===== config.mk =====
export PLATFORM = sky130hd
export DESIGN_NAME = keyer_fan_tick_controller_top
export DESIGN_NICKNAME = d
export VERILOG_FILES = /design/src/rtl/core/kftc_pkg.sv /design/src/rtl/core/keyer_fan_tick_controller_top.sv
export SDC_FILE = /design/constraint.sdc
export NUM_CORES = 2
export LEC_CHECK = 0
export BUFFER_PORTS_ARGS = -buffer_cell sky130_fd_sc_hd__clkbuf_2
export CORE_AREA = 2 2 318 446
export DETAILED_ROUTE_END_ITERATION = 10
export DIE_AREA = 0 0 320 448
export RECOVER_POWER = 100
export SKIP_LAST_GASP = 1
export SYNTH_ARGS = -nofsm -noshare
export SYNTH_HDL_FRONTEND = slang
export SYNTH_SLANG_ARGS = --single-unit

===== constraint.sdc =====
create_clock -name clk_i -period 5 [get_ports clk_i]
set_input_delay 0.5 -clock clk_i [delete_from_list [all_inputs] [get_ports clk_i]]
set_output_delay 0.5 -clock clk_i [all_outputs]
set_load 0.01 [all_outputs]

===== src/rtl/core/kftc_pkg.sv =====
// kftc_pkg: types and constants for the keyer and fan tick controller
// payload structs, register indexes, reset values and slot codes
// no dependencies
`default_nettype none

package kftc_pkg;

  localparam int KeyBitsDefault = 1024;

  localparam int SampleBits = 10;
  localparam logic [9:0] SampleMask = 10'((1 << SampleBits) - 1);

  localparam logic [3:0] FanStartupSlots = 4'd8;

  // command codes
  localparam logic CmdTick  = 1'b0;
  localparam logic CmdWrite = 1'b1;

  // configuration register indexes
  localparam logic [1:0] CfgSeqLength   = 2'd0;
  localparam logic [1:0] CfgFanOnThresh = 2'd1;
  localparam logic [1:0] CfgFanOffThresh = 2'd2;
  localparam logic [1:0] CfgPeriodBase  = 2'd3;

  // configuration reset values
  localparam logic [10:0] SeqLengthReset  = 11'd1;
  localparam logic [12:0] FanOnReset      = 13'd7017;
  localparam logic [12:0] FanOffReset     = 13'd7101;
  localparam logic [7:0]  PeriodBaseReset = 8'd145;

  // state reset values
  localparam logic [7:0] PeriodReset = 8'd122;

  // slot codes
  localparam logic [3:0] FanSlot    = 4'b1001;
  localparam logic [1:0] KeySlotLow = 2'b11;

  // accumulator limits
  localparam logic [12:0] TempSumMax  = 13'd8191;
  localparam logic [10:0] SpeedSumMax = 11'd2047;

  typedef struct packed {
    logic       command;
    logic [9:0] adc_sample;
    logic [9:0] bit_address;
    logic       bit_value;
  } in_item_t;

  typedef struct packed {
    logic       key_level;
    logic       fan_enable;
    logic [7:0] timer_period;
  } out_item_t;

endpackage

`default_nettype wire


===== src/rtl/core/keyer_fan_tick_controller_top.sv =====
// keyer_fan_tick_controller_top: slot counter, sums, key player and fan hysteresis
// key bits held in a synchronous single-bit memory, results through a 2-entry buffer
// depends on kftc_pkg
//
// usage:
//   input channel (in_valid_i / in_stall_o / in_data_i) carries ticks and key bit writes
//   output channel (out_valid_o / out_stall_i / out_data_o) returns one result per transfer
//   configuration port (cfg_valid_i / cfg_ready_o) writes sequence length, fan thresholds
//   and period base; ready is always high, and the user must write only while the block is idle,
//   which is not enforced; each result is registered in the result buffer at its input transfer
// throughput: one item per cycle unless in_stall_o is high; the key bit memory is read
//   every cycle at the next key position, so the read latency is hidden and a write to that entry is forwarded
// stall: a 2-entry result buffer sits between the channels; in_stall_o rises only when
//   both entries hold results that the receiver has not yet taken
// reset: rst_ni clears the slot counter, sums and key position, loads the startup countdown
//   with 8, sets fan on, key off, period 122 and the configuration to its defaults; the key bit
//   memory is not cleared and reads of never-written bits are undefined
`default_nettype none

module keyer_fan_tick_controller_top
  import kftc_pkg::*;
#(
  parameter int KEY_BITS = KeyBitsDefault
) (
  input  wire logic      clk_i,
  input  wire logic      rst_ni,
  input  wire logic      in_valid_i,
  output logic           in_stall_o,
  input  wire in_item_t  in_data_i,
  output logic           out_valid_o,
  input  wire logic      out_stall_i,
  output out_item_t      out_data_o,
  input  wire logic      cfg_valid_i,
  output logic           cfg_ready_o,
  input  wire logic [1:0]  cfg_index_i,
  input  wire logic [12:0] cfg_data_i
);

  localparam int PW = (KEY_BITS > 1) ? $clog2(KEY_BITS) : 1;
  localparam int WW = PW + 12;

  // configuration
  logic [10:0] seq_len_q;
  logic [12:0] fan_on_q;
  logic [12:0] fan_off_q;
  logic [7:0]  base_q;

  // state
  logic [3:0]    slot_q, slot_d;
  logic [12:0]   temp_q, temp_d;
  logic [10:0]   speed_q, speed_d;
  logic [PW-1:0] pos_q, pos_d;
  logic [3:0]    startup_q, startup_d;
  logic          fan_q, fan_d;
  logic          key_q, key_d;
  logic [7:0]    period_q, period_d;

  // key bit memory
  logic          key_mem [KEY_BITS];
  logic          rd_bit_q;
  logic          fwd_hit_q;
  logic          fwd_val_q;
  logic          cur_bit;
  logic          mem_we;
  logic [PW-1:0] wr_addr;
  logic [PW+9:0] addr_wide;
  logic          addr_ok;

  // result buffer
  out_item_t  buf_q [2];
  logic [1:0] count_q, count_d;
  logic       rd_ptr_q;
  logic       wr_ptr_q;
  logic       push;
  logic       pop;

  logic       in_acc;
  logic       is_tick;
  logic       key_slot;
  logic       fan_slot;
  logic [9:0] sample;
  logic [10:0] speed_base;
  logic [12:0] temp_base;
  logic [11:0] speed_sum;
  logic [13:0] temp_sum;
  logic [PW:0] pos_next;
  logic        pos_wrap;
  logic [5:0]  drop;

  assign cfg_ready_o = 1'b1;
  assign in_stall_o  = (count_q == 2'd2);
  assign in_acc      = in_valid_i & ~in_stall_o;
  assign is_tick     = in_acc & (in_data_i.command == CmdTick);

  assign addr_wide = (PW + 10)'(in_data_i.bit_address);
  assign addr_ok   = WW'(in_data_i.bit_address) < WW'(KEY_BITS);
  assign wr_addr   = addr_wide[PW-1:0];
  assign mem_we    = in_acc & (in_data_i.command == CmdWrite) & addr_ok;

  assign cur_bit = fwd_hit_q ? fwd_val_q : rd_bit_q;

  assign sample   = in_data_i.adc_sample & SampleMask;
  assign key_slot = (slot_q[1:0] == KeySlotLow);
  assign fan_slot = (slot_q == FanSlot);
  assign pos_next = {1'b0, pos_q} + (PW + 1)'(1);
  assign pos_wrap = (WW'(pos_next) >= WW'(seq_len_q)) ||
                    (WW'(pos_next) >= WW'(KEY_BITS));
  assign drop     = speed_q[10:5];

  always_comb begin
    slot_d     = slot_q;
    temp_d     = temp_q;
    speed_d    = speed_q;
    pos_d      = pos_q;
    startup_d  = startup_q;
    fan_d      = fan_q;
    key_d      = key_q;
    period_d   = period_q;
    speed_base = speed_q;
    temp_base  = temp_q;
    speed_sum  = '0;
    temp_sum   = '0;
    if (is_tick) begin
      if (key_slot) begin
        key_d      = cur_bit;
        pos_d      = pos_wrap ? '0 : pos_next[PW-1:0];
        period_d   = (8'(drop) >= base_q) ? 8'd0 : (base_q - 8'(drop));
        speed_base = '0;
      end
      if (fan_slot) begin
        if (startup_q != 4'd0) begin
          startup_d = startup_q - 4'd1;
        end else begin
          if (temp_q < fan_on_q) fan_d = 1'b1;
          if (temp_q > fan_off_q) fan_d = 1'b0;
        end
        temp_base = '0;
      end
      speed_sum = 12'(speed_base) + 12'(sample);
      temp_sum  = 14'(temp_base) + 14'(sample);
      if (slot_q[0]) begin
        speed_d = (speed_sum > 12'(SpeedSumMax)) ? SpeedSumMax : speed_sum[10:0];
        temp_d  = temp_base;
      end else begin
        temp_d  = (temp_sum > 14'(TempSumMax)) ? TempSumMax : temp_sum[12:0];
        speed_d = speed_base;
      end
      slot_d = slot_q + 4'd1;
    end
  end

  always_ff @(posedge clk_i or negedge rst_ni) begin
    if (!rst_ni) begin
      seq_len_q <= SeqLengthReset;
      fan_on_q  <= FanOnReset;
      fan_off_q <= FanOffReset;
      base_q    <= PeriodBaseReset;
    end else if (cfg_valid_i && cfg_ready_o) begin
      unique case (cfg_index_i)
        CfgSeqLength:    seq_len_q <= cfg_data_i[10:0];
        CfgFanOnThresh:  fan_on_q  <= cfg_data_i;
        CfgFanOffThresh: fan_off_q <= cfg_data_i;
        CfgPeriodBase:   base_q    <= cfg_data_i[7:0];
        default: ;
      endcase
    end
  end

  always_ff @(posedge clk_i or negedge rst_ni) begin
    if (!rst_ni) begin
      slot_q    <= '0;
      temp_q    <= '0;
      speed_q   <= '0;
      pos_q     <= '0;
      startup_q <= FanStartupSlots;
      fan_q     <= 1'b1;
      key_q     <= 1'b0;
      period_q  <= PeriodReset;
      fwd_hit_q <= 1'b0;
    end else begin
      slot_q    <= slot_d;
      temp_q    <= temp_d;
      speed_q   <= speed_d;
      pos_q     <= pos_d;
      startup_q <= startup_d;
      fan_q     <= fan_d;
      key_q     <= key_d;
      period_q  <= period_d;
      fwd_hit_q <= mem_we && (wr_addr == pos_d);
    end
  end

  // read at the next key position, forward a same-edge write to that entry
  always_ff @(posedge clk_i) begin
    if (mem_we) begin
      key_mem[wr_addr] <= in_data_i.bit_value;
    end
    rd_bit_q  <= key_mem[pos_d];
    fwd_val_q <= in_data_i.bit_value;
  end

  // result buffer
  assign push        = in_acc;
  assign pop         = out_valid_o & ~out_stall_i;
  assign out_valid_o = (count_q != 2'd0);
  assign out_data_o  = buf_q[rd_ptr_q];

  always_comb begin
    count_d = count_q;
    if (push && !pop) begin
      count_d = count_q + 2'd1;
    end else if (pop && !push) begin
      count_d = count_q - 2'd1;
    end
  end

  always_ff @(posedge clk_i or negedge rst_ni) begin
    if (!rst_ni) begin
      count_q  <= '0;
      rd_ptr_q <= 1'b0;
      wr_ptr_q <= 1'b0;
    end else begin
      count_q <= count_d;
      if (push) wr_ptr_q <= ~wr_ptr_q;
      if (pop) rd_ptr_q <= ~rd_ptr_q;
    end
  end

  always_ff @(posedge clk_i) begin
    if (push) begin
      buf_q[wr_ptr_q] <= '{key_level: key_d, fan_enable: fan_d, timer_period: period_d};
    end
  end

`ifndef SYNTHESIS
  a_count_range: assert property (@(posedge clk_i) disable iff (!rst_ni)
    count_q != 2'd3)
    else $error("result buffer count out of range");

  a_write_keeps_slot: assert property (@(posedge clk_i) disable iff (!rst_ni)
    (in_acc && in_data_i.command == CmdWrite) |=> ($stable(slot_q) && $stable(temp_q)))
    else $error("write command changed tick state");

  a_period_bounded: assert property (@(posedge clk_i) disable iff (!rst_ni)
    (is_tick && key_slot) |=> (period_q <= $past(base_q)))
    else $error("timer period above base");

  a_fan_only_slot9: assert property (@(posedge clk_i) disable iff (!rst_ni)
    !(is_tick && fan_slot) |=> $stable(fan_q))
    else $error("fan state changed outside fan slot");

  a_result_held: assert property (@(posedge clk_i) disable iff (!rst_ni)
    (out_valid_o && out_stall_i) |=> out_valid_o)
    else $error("stalled result dropped");
`endif

endmodule

`default_nettype wire


==> impl_metrics.toml <==
[worst_setup_path]
worstSetupStartpointType = "register"
critical_path_class = "reg -> reg"
reg2regPathDepth = 22
path_cells = "ha_2 -> nand3_2 -> or2_4 -> buf_4 -> xnor2_1 -> ha_1 -> nand4_1 -> buf_4 -> a21oi_4 -> o31a_1 -> o41a_4 -> clkinv_8 -> buf_4 -> buf_4 -> nand3_1 -> a31oi_1 -> nand3_4 -> nand3_2 -> buf_4 -> a21boi_0 -> o211ai_1 -> nand3_1"
critPathCaptureType = "register"
r2r-end = "rd_bit_q$_DFF_P_"
cp_common_cell = "buf_4"
cp_top_family = "compound AO/OA/AOI/OAI gates"
cpPeakStageDelay_ns = 0.52
slowest_stage = "o41a_4"
path_buf_inv = 6
regToRegStartpoint = "pos_q[0]$_DFF_PN0_"
worstPathArrival_ns = 5.61
cp_max_fo = 6
required_ns = 5.62
r2r_setup_slack_ns = 0.008

[outcome]
status = "finished, violations left"
violations = "capacitance limit, slew limit"

[global_route]
grt_pass1_vias = 38100
grt_max_degree = 183
grt_pass1_wl_um = 251000
grt_remaining_overflow = 0
antenna_found_initial = 8
track_usage = 0.237

[sta]
setup-tns-final_ns = 0
fmax_ghz = 0.200
tightestPinTransition_ns = 4.57
fin_crit_ns = 4.99
setup_viol_count_final = 0
hold_viol = 0
relSlewSlack = -2.04
fin_skew_ns = 0.0419
fin_ws_ns = 0.00793
fin_crit_sh = 0.998
slew_viol_final = 291

[power_and_ir_drop]
p_leak_nw = 20.8
powerDensity_nw_per_um2 = 486
total_power_w = 0.0296
ir_worst_vdd_mv = 0.303

[finish]
final_area_um2 = 60900
regArea_um2 = 34000
fillCellCount = 13000
nets = 5185
area_growth_pct = 15.6
multi_input_area_um2 = 17000
drive_gt1_frac = 0.140

[clock_tree]
cts_tree = "built"
cts_sinks = 1148
cts_buffer_depth = 3
cts-buffers-inserted = 109
htree_levels = 3
cts-root-buf = "clkbuf_16"
cts.clk_slew.worst_paths_ns = 0.06
worstSkewPairLatency_ns = 0.74

[min_path]
hold_depth = 2
hp-start = "cfg_data_i[11]"
worstHoldPathType = "in -> reg"
whs_endpoint = "fan_on_q[11]$_DFFE_PN1P_"

[floorplan]
core_um2 = 139000
rows = 162
die_h_um = 448
dieWidth_um = 320
io_pins = 55
dieArea_um2 = 143000
start_util = 0.379

[logic_synthesis]
synthFlopType = "edfxtp_1"
ys_ff_latch = 1148
synth_area_um2 = 52700
synth-async-reset-ratio = 0.0889
synth_seq_area_share = 0.645
synth_edf_count = 1044
synthDistinctLibCells = 86
syn_inst = 4947
yosysWarnings = 0
synth_nets = 5059
postSynthAreaPerCell_um2 = 10.7

[drt]
drc_errors = 0
drt_wl_total_um = 175000
avgViaCountPerCell = 5.66
vias = 39400
wire_per_inst_um = 25.1
dr.first_iter.drc_count = 4385
drtPass1Iterations = 5
ant_nets = 0

[placed_design]
placed_area_um2 = 56700
place.gp.congestion = 0.870
io_buffer_count = 53
place_ws_ns = -0.246
dp_hpwl_um = 105000

[flow_run]
max-cap-violations = 6
## synthesized netlist by cell type, drive strengths merged, types with 7 or more instances
cell | number | area [µm²]
and3 | 28 | 175
o211ai | 14 | 105
nand3 | 309 | 1550
a21oi | 170 | 870
nand2b | 7 | 43.8
a311oi | 13 | 114
a31oi | 65 | 407
o21a | 8 | 60.1
buf | 173 | 936
a32oi | 46 | 410
inv | 84 | 318
edfxtp | 1044 | 31400
a22o | 8 | 70.1
xnor2 | 35 | 307
nor2b | 14 | 87.6
a211oi | 9 | 67.6
a22oi | 38 | 285
nor3b | 10 | 75.1
nand2 | 941 | 3530
clkbuf | 235 | 882
and2 | 7 | 43.8
nand3b | 8 | 60.1
dfstp | 29 | 762
mux2i | 72 | 721
nor2 | 1101 | 4140
o21ai | 56 | 284
mux2 | 45 | 507
o2111ai | 7 | 61.3
xor2 | 12 | 105
a221oi | 20 | 175
nand4 | 50 | 313
a21o | 30 | 225
nor4 | 9 | 56.3
a32o | 8 | 80.1
o21bai | 11 | 82.6
dfrtp | 73 | 1830
nor3 | 16 | 103
ha | 67 | 838
## timing repair
item,4_1_cts,5_1_grt
pin swaps,3,45
hold endpoints to repair,43,0
buffers inserted,11,36
gates resized for setup,18,79
endpoints found under the setup margin,1,1
hold buffers,2,0
cloned,1,5
## final cells by class
cell class / count / area share
flip-flops and latches: 1148 / 0.558
clock inverters: 60 / 0.00745
inverters: 86 / 0.00593
repair buffers: 422 / 0.0643
diodes: 1 / 0.0000411
clock buffers: 139 / 0.0485
well taps: 1804 / 0.0370
repair inverters: 1 / 0.000185
multi-input cells: 3305 / 0.279
## placed cells by master (no fill, tap or decap), types with 41 or more instances in the layout
cell type,n
clkbuf_2,50
clkbuf_1,41
inv_1,79
mux2i_1,71
nand4_1,50
a32oi_1,43
edfxtp_1,1044
nand2_1,933
a21oi_1,164
nor2_1,1090
nand3_1,301
ha_1,66
mux2_2,45
a31oi_1,62
o21ai_0,48
dfrtp_1,73
buf_4,269
clkbuf_16,116
buf_12,56
## registers in the layout, summed over array words and instances (netlist names), 8 cells and up
register and cells:
key_mem 1024, base_q 8, temp_q 13, buf_q 20
fan_on_q 13, seq_len_q 11, pos_q 10, speed_q 11
period_q 8, fan_off_q 13
## per-layer routing
layer / wire length [µm] / vias up / part of all wire / GRT usage
li1: - / 17500 / - / -
met1: 64100 / 19700 / 0.37 / 0.281
met3: 13200 / 511 / 0.075 / 0.0377
met2: 86100 / 1732 / 0.49 / 0.411
met4: 11700 / 10 / 0.067 / 0.136
met5: 65 / - / 0.00037 / 0
## logic make-up after synthesis
group           Yosys count  share of synthesized area
compound gates          546                     0.0699
xor+xnor                 47                    0.00781
fa+ha+maj                70                     0.0170
buf+inv                 494                     0.0407
flops                  1148                      0.645
mux                     117                     0.0233
other cells               1                  0.0000712
simple gates           2524                      0.197
## how the worst max path moves through the flow
stage	start	to	slack (ns)	depth (start not counted)
after floorplan	pos_q[2]$_DFF_PN0_	rd_bit_q$_DFF_P_	0.66	20
after global placement	pos_q[0]$_DFF_PN0_	rd_bit_q$_DFF_P_	-0.28	24
after detailed placement	pos_q[0]$_DFF_PN0_	rd_bit_q$_DFF_P_	-0.25	20
after CTS	pos_q[0]$_DFF_PN0_	rd_bit_q$_DFF_P_	0.002	23
after global routing	pos_q[0]$_DFF_PN0_	rd_bit_q$_DFF_P_	-0.12	24
final	pos_q[0]$_DFF_PN0_	rd_bit_q$_DFF_P_	0.008	22
## stage by stage
| stage | utilization | cells | hold slack [ns] |
|---|---|---|---|
| 2_1_floorplan | - | 4947 | 0.204 |
| 3_3_place_gp | 0.408 | 6715 | 0.456 |
| 3_5_place_dp | 0.408 | 6715 | 0.464 |
| 4_1_cts | 0.434 | 6928 | 0.00376 |
| 5_1_grt | 0.438 | 6966 | 0.0334 |
| 6_report | 0.438 | 6966 | 0.0388 |
## where the power goes
group          total (W)  switching (W)  internal [W]  leakage (nW)
Sequential        0.0111       0.000211        0.0108          10.6
Combinational     0.0104        0.00639       0.00404          8.52
Clock            0.00813        0.00367       0.00446          1.69
Total             0.0296         0.0103        0.0193          20.8
## worst reg2reg max path: cells and delay by family, from the launching register on
kind,cells,cell delay [ns]
buffers and inverters,6,0.94
AOI/OAI and AO/OA,6,1.77
adders and majority gates,2,0.54
xor gates and xnor gates,1,0.12
DFF,1,0.42
and+or+nand+nor,7,1.08
No activity file was read; power rests on OpenSTA's default activity.
